## src/hdl/esc_pkg.sv

```systemverilog
// ----------------------------------------------------------------------------
// esc_pkg
// shared types and constants of the enhanced second-chance page replacer
// ----------------------------------------------------------------------------
package esc_pkg;

  localparam int FRAMES_DEF    = 16;
  localparam int PAGE_BITS_DEF = 20;

  localparam int              CFG_W     = 5;
  localparam logic [CFG_W-1:0] CFG_RESET = 5'd16;

  localparam logic OP_ACCESS  = 1'b0;
  localparam logic OP_REFRESH = 1'b1;

  // frame class is {referenced, modified}, class none sorts above all
  localparam logic [2:0] CLASS_NONE = 3'd4;

  typedef struct packed {
    logic victim_dirty;
    logic victim_valid;
    logic fault;
    logic hit;
  } esc_flags_t;

endpackage

```

## src/hdl/esc_engine.sv

```systemverilog
// ----------------------------------------------------------------------------
// esc_engine
// frame store and scan sequencer: one compare unit walks the frames for the
// hit search and victim class; a miss then shifts the list one slot a cycle
// ----------------------------------------------------------------------------
module esc_engine #(
  parameter int FRAMES    = 16,
  parameter int PAGE_BITS = 20
) (
  input  logic                    clk,
  input  logic                    rst_n,
  input  logic                    start,
  input  logic                    op,
  input  logic [PAGE_BITS-1:0]    page,
  input  logic                    wr,
  input  logic [esc_pkg::CFG_W-1:0] cfg_lim,
  input  logic                    res_take,
  output logic                    ready,
  output logic                    res_valid,
  output esc_pkg::esc_flags_t     res_flags,
  output logic [PAGE_BITS-1:0]    res_page
);
  import esc_pkg::*;

  localparam int IDX_W = $clog2(FRAMES);
  localparam int CNT_W = $clog2(FRAMES + 1);
  localparam int LW    = (CNT_W > CFG_W) ? CNT_W : CFG_W;

  typedef enum logic [4:0] {
    S_IDLE  = 5'b00001,
    S_SCAN  = 5'b00010,
    S_SHIFT = 5'b00100,
    S_FRONT = 5'b01000,
    S_DONE  = 5'b10000
  } esc_state_t;

  esc_state_t           state_r, state_nxt;
  logic [PAGE_BITS-1:0] page_r, page_nxt;
  logic                 wr_r, wr_nxt;
  logic [CNT_W-1:0]     idx_r, idx_nxt;
  logic                 cmp_v_r, cmp_v_nxt;
  logic [IDX_W-1:0]     cmp_idx_r, cmp_idx_nxt;
  logic [2:0]           best_r, best_nxt;
  logic [IDX_W-1:0]     slot_r, slot_nxt;
  logic [PAGE_BITS-1:0] vpage_r, vpage_nxt;
  logic                 vdirty_r, vdirty_nxt;
  esc_flags_t           flags_r, flags_nxt;
  logic [CNT_W-1:0]     filled_r, filled_nxt;
  logic [FRAMES-1:0]    ref_r, ref_nxt;
  logic [FRAMES-1:0]    mod_r, mod_nxt;
  logic [IDX_W-1:0]     sh_idx_r, sh_idx_nxt;
  logic                 wp_v_r, wp_v_nxt;
  logic [IDX_W-1:0]     wp_idx_r, wp_idx_nxt;

  logic [PAGE_BITS-1:0] mem [FRAMES];
  logic [PAGE_BITS-1:0] rd_data_r;
  logic [IDX_W-1:0]     mem_ra;
  logic [IDX_W-1:0]     mem_wa;
  logic [PAGE_BITS-1:0] mem_wd;
  logic                 mem_we;

  logic [IDX_W-1:0]     sh_prev;
  logic [2:0]           cls;
  logic [LW-1:0]        cfg_ext;
  logic [LW-1:0]        lim;

  assign sh_prev = sh_idx_r - IDX_W'(1);
  assign cls     = {1'b0, ref_r[cmp_idx_r], mod_r[cmp_idx_r]};
  assign cfg_ext = LW'(cfg_lim);
  assign lim     = (cfg_ext == '0) ? LW'(1) :
                   ((cfg_ext > LW'(FRAMES)) ? LW'(FRAMES) : cfg_ext);

  assign mem_ra = (state_r == S_SCAN) ? idx_r[IDX_W-1:0] : sh_prev;
  assign mem_we = ((state_r == S_SHIFT) && wp_v_r) || (state_r == S_FRONT);
  assign mem_wa = (state_r == S_FRONT) ? '0 : wp_idx_r;
  assign mem_wd = (state_r == S_FRONT) ? page_r : rd_data_r;

  always_ff @(posedge clk) begin
    if (mem_we) begin
      mem[mem_wa] <= mem_wd;
    end
    rd_data_r <= mem[mem_ra];
  end

  always_comb begin
    state_nxt   = state_r;
    page_nxt    = page_r;
    wr_nxt      = wr_r;
    idx_nxt     = idx_r;
    cmp_v_nxt   = cmp_v_r;
    cmp_idx_nxt = cmp_idx_r;
    best_nxt    = best_r;
    slot_nxt    = slot_r;
    vpage_nxt   = vpage_r;
    vdirty_nxt  = vdirty_r;
    flags_nxt   = flags_r;
    filled_nxt  = filled_r;
    ref_nxt     = ref_r;
    mod_nxt     = mod_r;
    sh_idx_nxt  = sh_idx_r;
    wp_v_nxt    = wp_v_r;
    wp_idx_nxt  = wp_idx_r;
    case (state_r)
      S_IDLE: begin
        if (start) begin
          page_nxt   = page;
          wr_nxt     = wr;
          idx_nxt    = '0;
          cmp_v_nxt  = 1'b0;
          best_nxt   = CLASS_NONE;
          slot_nxt   = '0;
          vpage_nxt  = '0;
          vdirty_nxt = 1'b0;
          flags_nxt  = '0;
          if (op == OP_REFRESH) begin
            ref_nxt   = '0;
            state_nxt = S_DONE;
          end else begin
            state_nxt = S_SCAN;
          end
        end
      end
      S_SCAN: begin
        cmp_v_nxt = 1'b0;
        if (idx_r < filled_r) begin
          cmp_v_nxt   = 1'b1;
          cmp_idx_nxt = idx_r[IDX_W-1:0];
          idx_nxt     = idx_r + CNT_W'(1);
        end
        if (cmp_v_r) begin
          if (rd_data_r == page_r) begin
            ref_nxt[cmp_idx_r] = 1'b1;
            if (wr_r) begin
              mod_nxt[cmp_idx_r] = 1'b1;
            end
            flags_nxt.hit = 1'b1;
            vpage_nxt     = '0;
            cmp_v_nxt     = 1'b0;
            state_nxt     = S_DONE;
          end else if (cls < best_r) begin
            best_nxt   = cls;
            slot_nxt   = cmp_idx_r;
            vpage_nxt  = rd_data_r;
            vdirty_nxt = mod_r[cmp_idx_r];
          end
        end else if (idx_r >= filled_r) begin
          flags_nxt.fault = 1'b1;
          wp_v_nxt        = 1'b0;
          if (LW'(filled_r) < lim) begin
            sh_idx_nxt = filled_r[IDX_W-1:0];
            filled_nxt = filled_r + CNT_W'(1);
            vpage_nxt  = '0;
          end else begin
            flags_nxt.victim_valid = 1'b1;
            flags_nxt.victim_dirty = vdirty_r;
            sh_idx_nxt             = slot_r;
          end
          state_nxt = S_SHIFT;
        end
      end
      S_SHIFT: begin
        wp_v_nxt = 1'b0;
        if (sh_idx_r != '0) begin
          ref_nxt[sh_idx_r] = ref_r[sh_prev];
          mod_nxt[sh_idx_r] = mod_r[sh_prev];
          wp_v_nxt          = 1'b1;
          wp_idx_nxt        = sh_idx_r;
          sh_idx_nxt        = sh_prev;
        end else if (!wp_v_r) begin
          state_nxt = S_FRONT;
        end
      end
      S_FRONT: begin
        ref_nxt[0] = 1'b1;
        mod_nxt[0] = wr_r;
        state_nxt  = S_DONE;
      end
      S_DONE: begin
        if (res_take) begin
          state_nxt = S_IDLE;
        end
      end
      default: begin
        state_nxt = S_IDLE;
      end
    endcase
  end

  always_ff @(posedge clk) begin
    if (!rst_n) begin
      state_r  <= S_IDLE;
      cmp_v_r  <= 1'b0;
      wp_v_r   <= 1'b0;
      filled_r <= '0;
      ref_r    <= '0;
      mod_r    <= '0;
      flags_r  <= '0;
    end else begin
      state_r  <= state_nxt;
      cmp_v_r  <= cmp_v_nxt;
      wp_v_r   <= wp_v_nxt;
      filled_r <= filled_nxt;
      ref_r    <= ref_nxt;
      mod_r    <= mod_nxt;
      flags_r  <= flags_nxt;
    end
  end

  always_ff @(posedge clk) begin
    page_r    <= page_nxt;
    wr_r      <= wr_nxt;
    idx_r     <= idx_nxt;
    cmp_idx_r <= cmp_idx_nxt;
    best_r    <= best_nxt;
    slot_r    <= slot_nxt;
    vpage_r   <= vpage_nxt;
    vdirty_r  <= vdirty_nxt;
    sh_idx_r  <= sh_idx_nxt;
    wp_idx_r  <= wp_idx_nxt;
  end

  assign ready     = (state_r == S_IDLE);
  assign res_valid = (state_r == S_DONE);
  assign res_flags = flags_r;
  assign res_page  = vpage_r;

  a_filled_max: assert property (@(posedge clk) disable iff (!rst_n)
    filled_r <= CNT_W'(FRAMES))
    else $error("fill count above frame count");

  a_hit_xor_fault: assert property (@(posedge clk) disable iff (!rst_n)
    (state_r == S_DONE) |-> !(flags_r.hit && flags_r.fault))
    else $error("hit and fault in one result");

  a_victim_fault: assert property (@(posedge clk) disable iff (!rst_n)
    (state_r == S_DONE && flags_r.victim_valid) |-> flags_r.fault)
    else $error("victim without fault");

  a_refresh_clear: assert property (@(posedge clk) disable iff (!rst_n)
    (state_r == S_IDLE && start && op == OP_REFRESH) |=> (ref_r == '0))
    else $error("refresh left a reference bit set");

  a_front_ref: assert property (@(posedge clk) disable iff (!rst_n)
    (state_r == S_FRONT) |=> ref_r[0])
    else $error("new page not marked referenced");

endmodule

```

## src/hdl/enhanced_second_chance_replacer.sv

```systemverilog
// ----------------------------------------------------------------------------
// enhanced_second_chance_replacer
// page frame replacer with reference/modify classes and newest-first order
// ----------------------------------------------------------------------------
// refresh item: clears every reference bit and goes straight to the result
// access item: a scan of the filled frames; a miss adds a list shift and a
// front write before the result is ready
// one item at a time, set by the single frame memory port and compare unit
// reset clears fill count, reference and modify bits and the result slot;
// no clearing pass, page entries hold nothing until written
module enhanced_second_chance_replacer #(
  parameter int FRAMES    = esc_pkg::FRAMES_DEF,
  parameter int PAGE_BITS = esc_pkg::PAGE_BITS_DEF,
  localparam int IN_W     = ((PAGE_BITS + 1 + 7) / 8) * 8,
  localparam int OUT_W    = ((PAGE_BITS + 4 + 7) / 8) * 8
) (
  input  logic                      clk,
  input  logic                      rst_n,
  input  logic                      in_tvalid,
  output logic                      in_tready,
  input  logic [IN_W-1:0]           in_tdata,   // page_number, is_write
  input  logic                      in_tuser,   // operation
  output logic                      out_tvalid,
  input  logic                      out_tready,
  output logic [OUT_W-1:0]          out_tdata,  // hit, fault, victim_valid,
                                                // victim_page, victim_dirty
  input  logic                      cfg_valid,
  output logic                      cfg_ready,
  input  logic [esc_pkg::CFG_W-1:0] cfg_data    // frames_in_use
);
  import esc_pkg::*;

  logic [CFG_W-1:0]     cfg_r;
  logic                 out_valid_r;
  esc_flags_t           out_flags_r;
  logic [PAGE_BITS-1:0] out_page_r;

  logic                 eng_ready;
  logic                 eng_valid;
  esc_flags_t           eng_flags;
  logic [PAGE_BITS-1:0] eng_page;
  logic                 take;

  assign in_tready = eng_ready;
  assign cfg_ready = 1'b1;
  assign take      = !out_valid_r || out_tready;

  esc_engine #(
    .FRAMES    (FRAMES),
    .PAGE_BITS (PAGE_BITS)
  ) u_engine (
    .clk       (clk),
    .rst_n     (rst_n),
    .start     (in_tvalid && eng_ready),
    .op        (in_tuser),
    .page      (in_tdata[PAGE_BITS-1:0]),
    .wr        (in_tdata[PAGE_BITS]),
    .cfg_lim   (cfg_r),
    .res_take  (take),
    .ready     (eng_ready),
    .res_valid (eng_valid),
    .res_flags (eng_flags),
    .res_page  (eng_page)
  );

  always_ff @(posedge clk) begin
    if (!rst_n) begin
      cfg_r       <= CFG_RESET;
      out_valid_r <= 1'b0;
    end else begin
      if (cfg_valid) begin
        cfg_r <= cfg_data;
      end
      if (eng_valid && take) begin
        out_valid_r <= 1'b1;
      end else if (out_tready) begin
        out_valid_r <= 1'b0;
      end
    end
  end

  always_ff @(posedge clk) begin
    if (eng_valid && take) begin
      out_flags_r <= eng_flags;
      out_page_r  <= eng_page;
    end
  end

  assign out_tvalid = out_valid_r;
  assign out_tdata  = OUT_W'({out_flags_r.victim_dirty, out_page_r,
                              out_flags_r.victim_valid, out_flags_r.fault,
                              out_flags_r.hit});

endmodule

```

## config.mk

```make
export PLATFORM = sky130hd
export DESIGN_NAME = enhanced_second_chance_replacer
export DESIGN_NICKNAME = d
export VERILOG_FILES = /design/src/hdl/esc_pkg.sv /design/src/hdl/esc_engine.sv /design/src/hdl/enhanced_second_chance_replacer.sv
export SDC_FILE = /design/constraint.sdc
export NUM_CORES = 1
export LEC_CHECK = 0
export BUFFER_PORTS_ARGS = -buffer_cell sky130_fd_sc_hd__buf_2
export CAP_MARGIN = 5
export CORE_ASPECT_RATIO = 0.5
export CORE_MARGIN = 5
export CORE_UTILIZATION = 55
export CTS_BUF_LIST = sky130_fd_sc_hd__clkbuf_4
export DETAILED_ROUTE_END_ITERATION = 12
export HOLD_SLACK_MARGIN = 0.06
export PLACE_DENSITY = 0.75
export RECOVER_POWER = 50
export SYNTH_ARGS = -nofsm -noshare
export SYNTH_HDL_FRONTEND = slang
export SYNTH_SLANG_ARGS = --single-unit
```

## constraint.sdc

```tcl
create_clock -name clk -period 4 [get_ports clk]
set_clock_uncertainty 0.15 [all_clocks]
set_input_delay 0.4 -clock clk [delete_from_list [all_inputs] [get_ports clk]]
set_output_delay 0.4 -clock clk [all_outputs]
set_load 0.005 [all_outputs]
```

* Yosys cells after proc, flatten, opt, wreduce, memory -nomap -nowiden
Memory sizes are Yosys's and may differ from the RTL's. A register that Yosys moved wholly into a read port is not among the register bits.
Index checks and enable logic that the tools add are counted.
** Cells by class
- $add $sub $neg :: 3
- Magnitude comparators :: 10
- Equality and inequality tests :: 25
- Muxes and demuxes :: 89
- Bitwise logic cells :: 3
- Reduce and logical (&&, ||, !) cells :: 34
** Operator list (count)
- $mux 16 :: 9
- $mux 20 :: 7
- $mux 5 :: 12
- $pmux 15 s3 :: 1
- $mux 4 :: 10
- $pmux 20 s2 :: 1
- $bwmux 16 :: 2
- $or 16x16->16 :: 2
- $pmux 15 s2 :: 1
- $pmux 5 s5 :: 1
- $reduce_and 5->1 :: 5
- $pmux 4 s2 :: 3
- $mux 1 :: 22
- $ne 2x2->1 const B :: 11
- $eq 20x20->1 :: 1
- $mux 3 :: 6
- $reduce_and 6->1 :: 3
- $bmux 1 s4 :: 4
- $reduce_and 4->1 :: 4
- $lt 4x5->1 const B :: 3
- $add 5x1->5 const B :: 2
- $lt 5x5->1 :: 2
- $pmux 5 s2 :: 1
- $demux 1 s4 :: 2
- other kinds (29) :: 49
** Storage, ports and cells
- Bits in registers :: 144
- RAM bits :: 320
- Input bits :: 35
- Output and inout port bits :: 27
- Memories :: 1
** Memories
- u_engine.mem :: words 16, bits a word 20, read ports 1, clocked after memory_dff 1, write ports 1, RTL line esc_engine.sv:55 : logic [PAGE_BITS-1:0] mem [FRAMES];

* Depth between registers and ports, before layout
- Word-level depth :: 9
- Depth in mapped cells :: 13
- Depth with buffers taken out :: 8

* By module
Synthesis repeated with hierarchy kept, for this count alone.
** Second synthesis, totals
- Cell total of the unflattened synthesis :: 1574
- Area total of the unflattened synthesis :: 21383.0 um^2
** Modules (own cells, without submodules)
- esc_engine :: instances 1, cells each 1526, area an instance 20403.3 um^2, sequential area each 12922.4 um^2
- enhanced_second_chance_replacer :: instances 1, cells each 48, area an instance 979.7 um^2, sequential area each 840.8 um^2

* Worst setup path after synthesis
OpenSTA, ideal clock, no wires.
- Kind :: flip-flop to flip-flop
- Start :: register u_engine.cmp_idx_r[0]
- End :: register u_engine.vpage_r[0] (netlist: u_engine.res_page[0]), enable pin
- Library setup time :: 409 ps
- Data arrival time :: 3362 ps
- Required time :: 3441 ps
- Path slack :: 79 ps
- Stages on the path, launching flop included :: 9
- Path buffers :: 2
- Cell sequence :: edfxtp_1 > clkbuf_1 > clkbuf_1 > mux4_2 > mux4_2 > ha_1 > nor3b_1 > nor3_1 > a32oi_1
** On the way
- Longest elaborated chain between the ends :: 5
** Ends and longest elaborated chain
- start: declaration :: RTL line esc_engine.sv:42 : logic [IDX_W-1:0] cmp_idx_r, cmp_idx_nxt;
- start signal: assignment :: RTL line esc_engine.sv:213 : cmp_idx_r <= cmp_idx_nxt;
- $bmux 1 s4 :: RTL line esc_engine.sv:68 : assign cls = {1'b0, ref_r[cmp_idx_r], mod_r[cmp_idx_r]};
- $mux 1 (implied by the code) :: RTL line esc_engine.sv:68
- net u_engine.cls[1] :: RTL line esc_engine.sv:63 : logic [2:0] cls;
- $lt 2x3->1 :: RTL line esc_engine.sv:140 : end else if (cls < best_r) begin
- $ne 4x4->1 (no source line)
- $reduce_and 5->1 (no source line)
- end signal: assignment :: RTL line esc_engine.sv:216 : vpage_r <= vpage_nxt;
- end: declaration :: RTL line esc_engine.sv:45 : logic [PAGE_BITS-1:0] vpage_r, vpage_nxt;
The timed path passes the listed nets, and every way through them passes these cells. The select of a mux whose other input is x is not followed.
A chain may end at the register's enable or synchronous reset.

* Worst setup path in the final report
- Start :: register u_engine.sh_idx_r[0]
- End :: register u_engine.rd_data_r[3], read port of u_engine.mem
** On the way
- Longest elaborated chain between the ends :: 2
** Ends and longest elaborated chain
- start: declaration :: RTL line esc_engine.sv:51 : logic [IDX_W-1:0] sh_idx_r, sh_idx_nxt;
- start signal: assignment :: RTL line esc_engine.sv:218 : sh_idx_r <= sh_idx_nxt;
- $sub 4x1->4 :: RTL line esc_engine.sv:67 : assign sh_prev = sh_idx_r - IDX_W'(1);
- $mux 4 :: RTL line esc_engine.sv:73 : assign mem_ra = (state_r == S_SCAN) ? idx_r[IDX_W-1:0] : sh_prev;
- end: declaration :: RTL line esc_engine.sv:56 : logic [PAGE_BITS-1:0] rd_data_r;
No other way between the ends.

==> flow_summary.json <==
{
  "grtUsageMet1_pct": 36.6,
  "dr.pass1.iters": 6,
  "avgSynthCellArea_sq_um": 13.1,
  "status": "finished clean",
  "clk_latency_ps": 840,
  "drt-total-wl_mm": 57.8,
  "dp_hpwl_mm": 33.8,
  "setup_viol": 0,
  "combPwrFrac_pct": 20.0,
  "wl_per_cell_um": 25.0,
  "required_ps": 4520,
  "first_global_vias": 15100,
  "layout.cells.non_filler": 2313,
  "peakVddDrop_v": 0.000241,
  "grt_max_degree": 79,
  "end_kind": "flip-flop",
  "clk_transition_reported_paths_ps": 80,
  "cap_violations": 0,
  "synth_fp_nets": 1630,
  "p_clk_share_pct": 29.5,
  "grt_pass1_wl_mm": 87.9,
  "layout_commonest_cell": "edfxtp_1",
  "yosys_warnings": 0,
  "cp_max_fo": 17,
  "vias": 15100,
  "numCtsBuffers": 104,
  "finalHoldViolCount": 0,
  "core_area_sq_um": 37300,
  "seq_power_share_pct": 50.5,
  "switching_share_pct": 31.7,
  "max_freq_mhz": 277,
  "synth_cell_types": 75,
  "synth-seq-area-share_pct": 66.4,
  "netlist_area_sq_um": 20700,
  "grt_use_total_pct": 27.2,
  "power_density_nw_per_um2": 564,
  "portBuffers": 57,
  "slew_headroom_pct": 2.04,
  "clock-sinks": 483,
  "cts_tree": "yes",
  "grt-ovfl-total": 0,
  "maxSlewViolCount": 0,
  "h-tree-depth": 3,
  "die_y_um": 147,
  "fillers": 2753,
  "rsz0062_at_grt": "no",
  "async_reset_ff_share_pct": 0,
  "area_delta_synth_final_pct": 13.0,
  "nets": 1783,
  "grtUsageMet2_pct": 42.3,
  "max_slew.worst_pin.slew_ps": 1470,
  "layout_common_cells": "edfxtp_1 (409), clkbuf_4 (164), nand2_1 (125)",
  "cts_setup_buffers": 0,
  "clockRootBuffer": "clkbuf_4",
  "start_util_pct": 55.6,
  "layout_worst_path_cycle_share_pct": 90.2,
  "placed_cells": 2082,
  "met3_usage_pct": 6.20,
  "gp_congestion": 0.915,
  "tns_ps": 0,
  "antenna_found_initial": 2,
  "ant_nets": 0,
  "die_w_um": 285,
  "busiest_layer": "met2",
  "drc": 0,
  "vias_per_cell": 6.53,
  "crit_type": "flip-flop to flip-flop",
  "period_needed_ps": 3610,
  "intPower_mw": 9.04,
  "drt_iter0_markers": 1886,
  "min_path_type": "input port to flip-flop",
  "drive_above_1_share_pct": 17.7,
  "p_sw_mw": 4.19,
  "rows": 50,
  "synthCells": 1578,
  "pin_count": 62,
  "yosys_register_bits": 483,
  "clockBufferDepth": 3,
  "die_area_sq_um": 41900,
  "finalPower_mw": 13.2,
  "leakagePower_nw": 7.80,
  "start_kind": "flip-flop",
  "synth_flop_cell": "edfxtp_1",
  "synth_edf_count": 409,
  "worst-endpoint-arrival_ps": 4130
}
synth_stat cells, drive strengths merged (31+ instances only):
cell type,n,area (sq um)
a211oi,60,455
a21oi,84,424
a32o,31,310
buf,51,297
clkbuf,71,270
dfxtp,74,1480
edfxtp,409,12300
nand2,126,480
nand3,32,173
nor2,49,210
nor3,31,160
o211ai,82,616
o21ai,81,417
or3,82,513
sequential cells by signal, summed over array words and instances, names as in the netlist, 5 cells and up:
register,flops
u_engine.mem,320
out_page_r,20
u_engine.idx_r,5
u_engine.state_r,5
u_engine.page_r,20
u_engine.filled_r,5
u_engine.res_page,20
u_engine.mod_r,16
cfg_r,5
u_engine.ref_r,16
u_engine.rd_data_r,20
power by group through the flow:
stage	combinational (mW)	sequential [mW]	clock [mW]
floorplan	1.78	6.54	0
global placement	2.43	6.76	0
detailed placement	2.55	6.77	0
CTS	2.61	6.66	3.94
global route	2.84	6.70	4.21
finish	2.64	6.68	3.90
worst max-delay path: stages, from the launching register on:
cell	delay, ps
edfxtp_1	350
clkbuf_1	620
nor3_1	170
xnor2_1	190
a21oi_2	1070
buf_4	310
a2111oi_1	60
or4_1	530
stage by stage:
step                      hold slack, ps  setup slack [ps]  util [%]  cell area (sq um)
after CTS                           75.7               454      63.2              23600
after floorplan                      250              79.5         -              20700
after global routing                83.5               216      62.8              23400
after global placement               260               703      58.5              21800
after detailed placement             255               593      58.5              21800
final                                138               391      62.8              23400
repair_timing:
action / in CTS / in global routing
resized for setup: 0 / 0
hold buffers: 37 / 0
endpoints found under the hold margin: 47 / 0
setup endpoints to repair: 0 / 0
area by class of cell:
| class | count | area [sq um] | area share [%] |
|---|---|---|---|
| sequential | 483 | 13800 | 58.7 |
| clock inverter | 28 | 160 | 0.683 |
| multi-input combinational | 953 | 6420 | 27.4 |
| antenna | 2 | 5.00 | 0.0214 |
| tap | 494 | 618 | 2.64 |
| inverter | 20 | 75.1 | 0.320 |
| timing repair buffer | 169 | 1160 | 4.97 |
| clock buffer | 164 | 1230 | 5.25 |
metal layers:
layer | wire length [um] | part of all wire [%] | vias up
met2 | 26300 | 46 | 1034
met3 | 6920 | 12 | 201
met4 | 2620 | 4.5 | 0
li1 | - | - | 6563
met1 | 22000 | 38 | 7317
met5 | 0 | 0 | -
cells by family after synthesis:
logic type	synth area share, %
DFF	66.4
and+or+nand+nor	11.4
xor gates and xnor gates	1.14
AOI/OAI and AO/OA	14.3
buffers and inverters	3.10
adders and majority gates	1.03
other	0.0181
muxes	2.71
final timing paths:
check	from	to	slack, ps	depth (start not counted)
hold reg to reg	u_engine.res_page[3]	out_page_r[3]	260	0
setup / recovery	u_engine.sh_idx_r[0]	u_engine.rd_data_r[3]	390	7
setup reg to reg	u_engine.sh_idx_r[0]	u_engine.rd_data_r[3]	390	7
hold / removal	in_tdata[17]	u_engine.page_r[17]	140	2
Power figures use the tool's default switching activity.
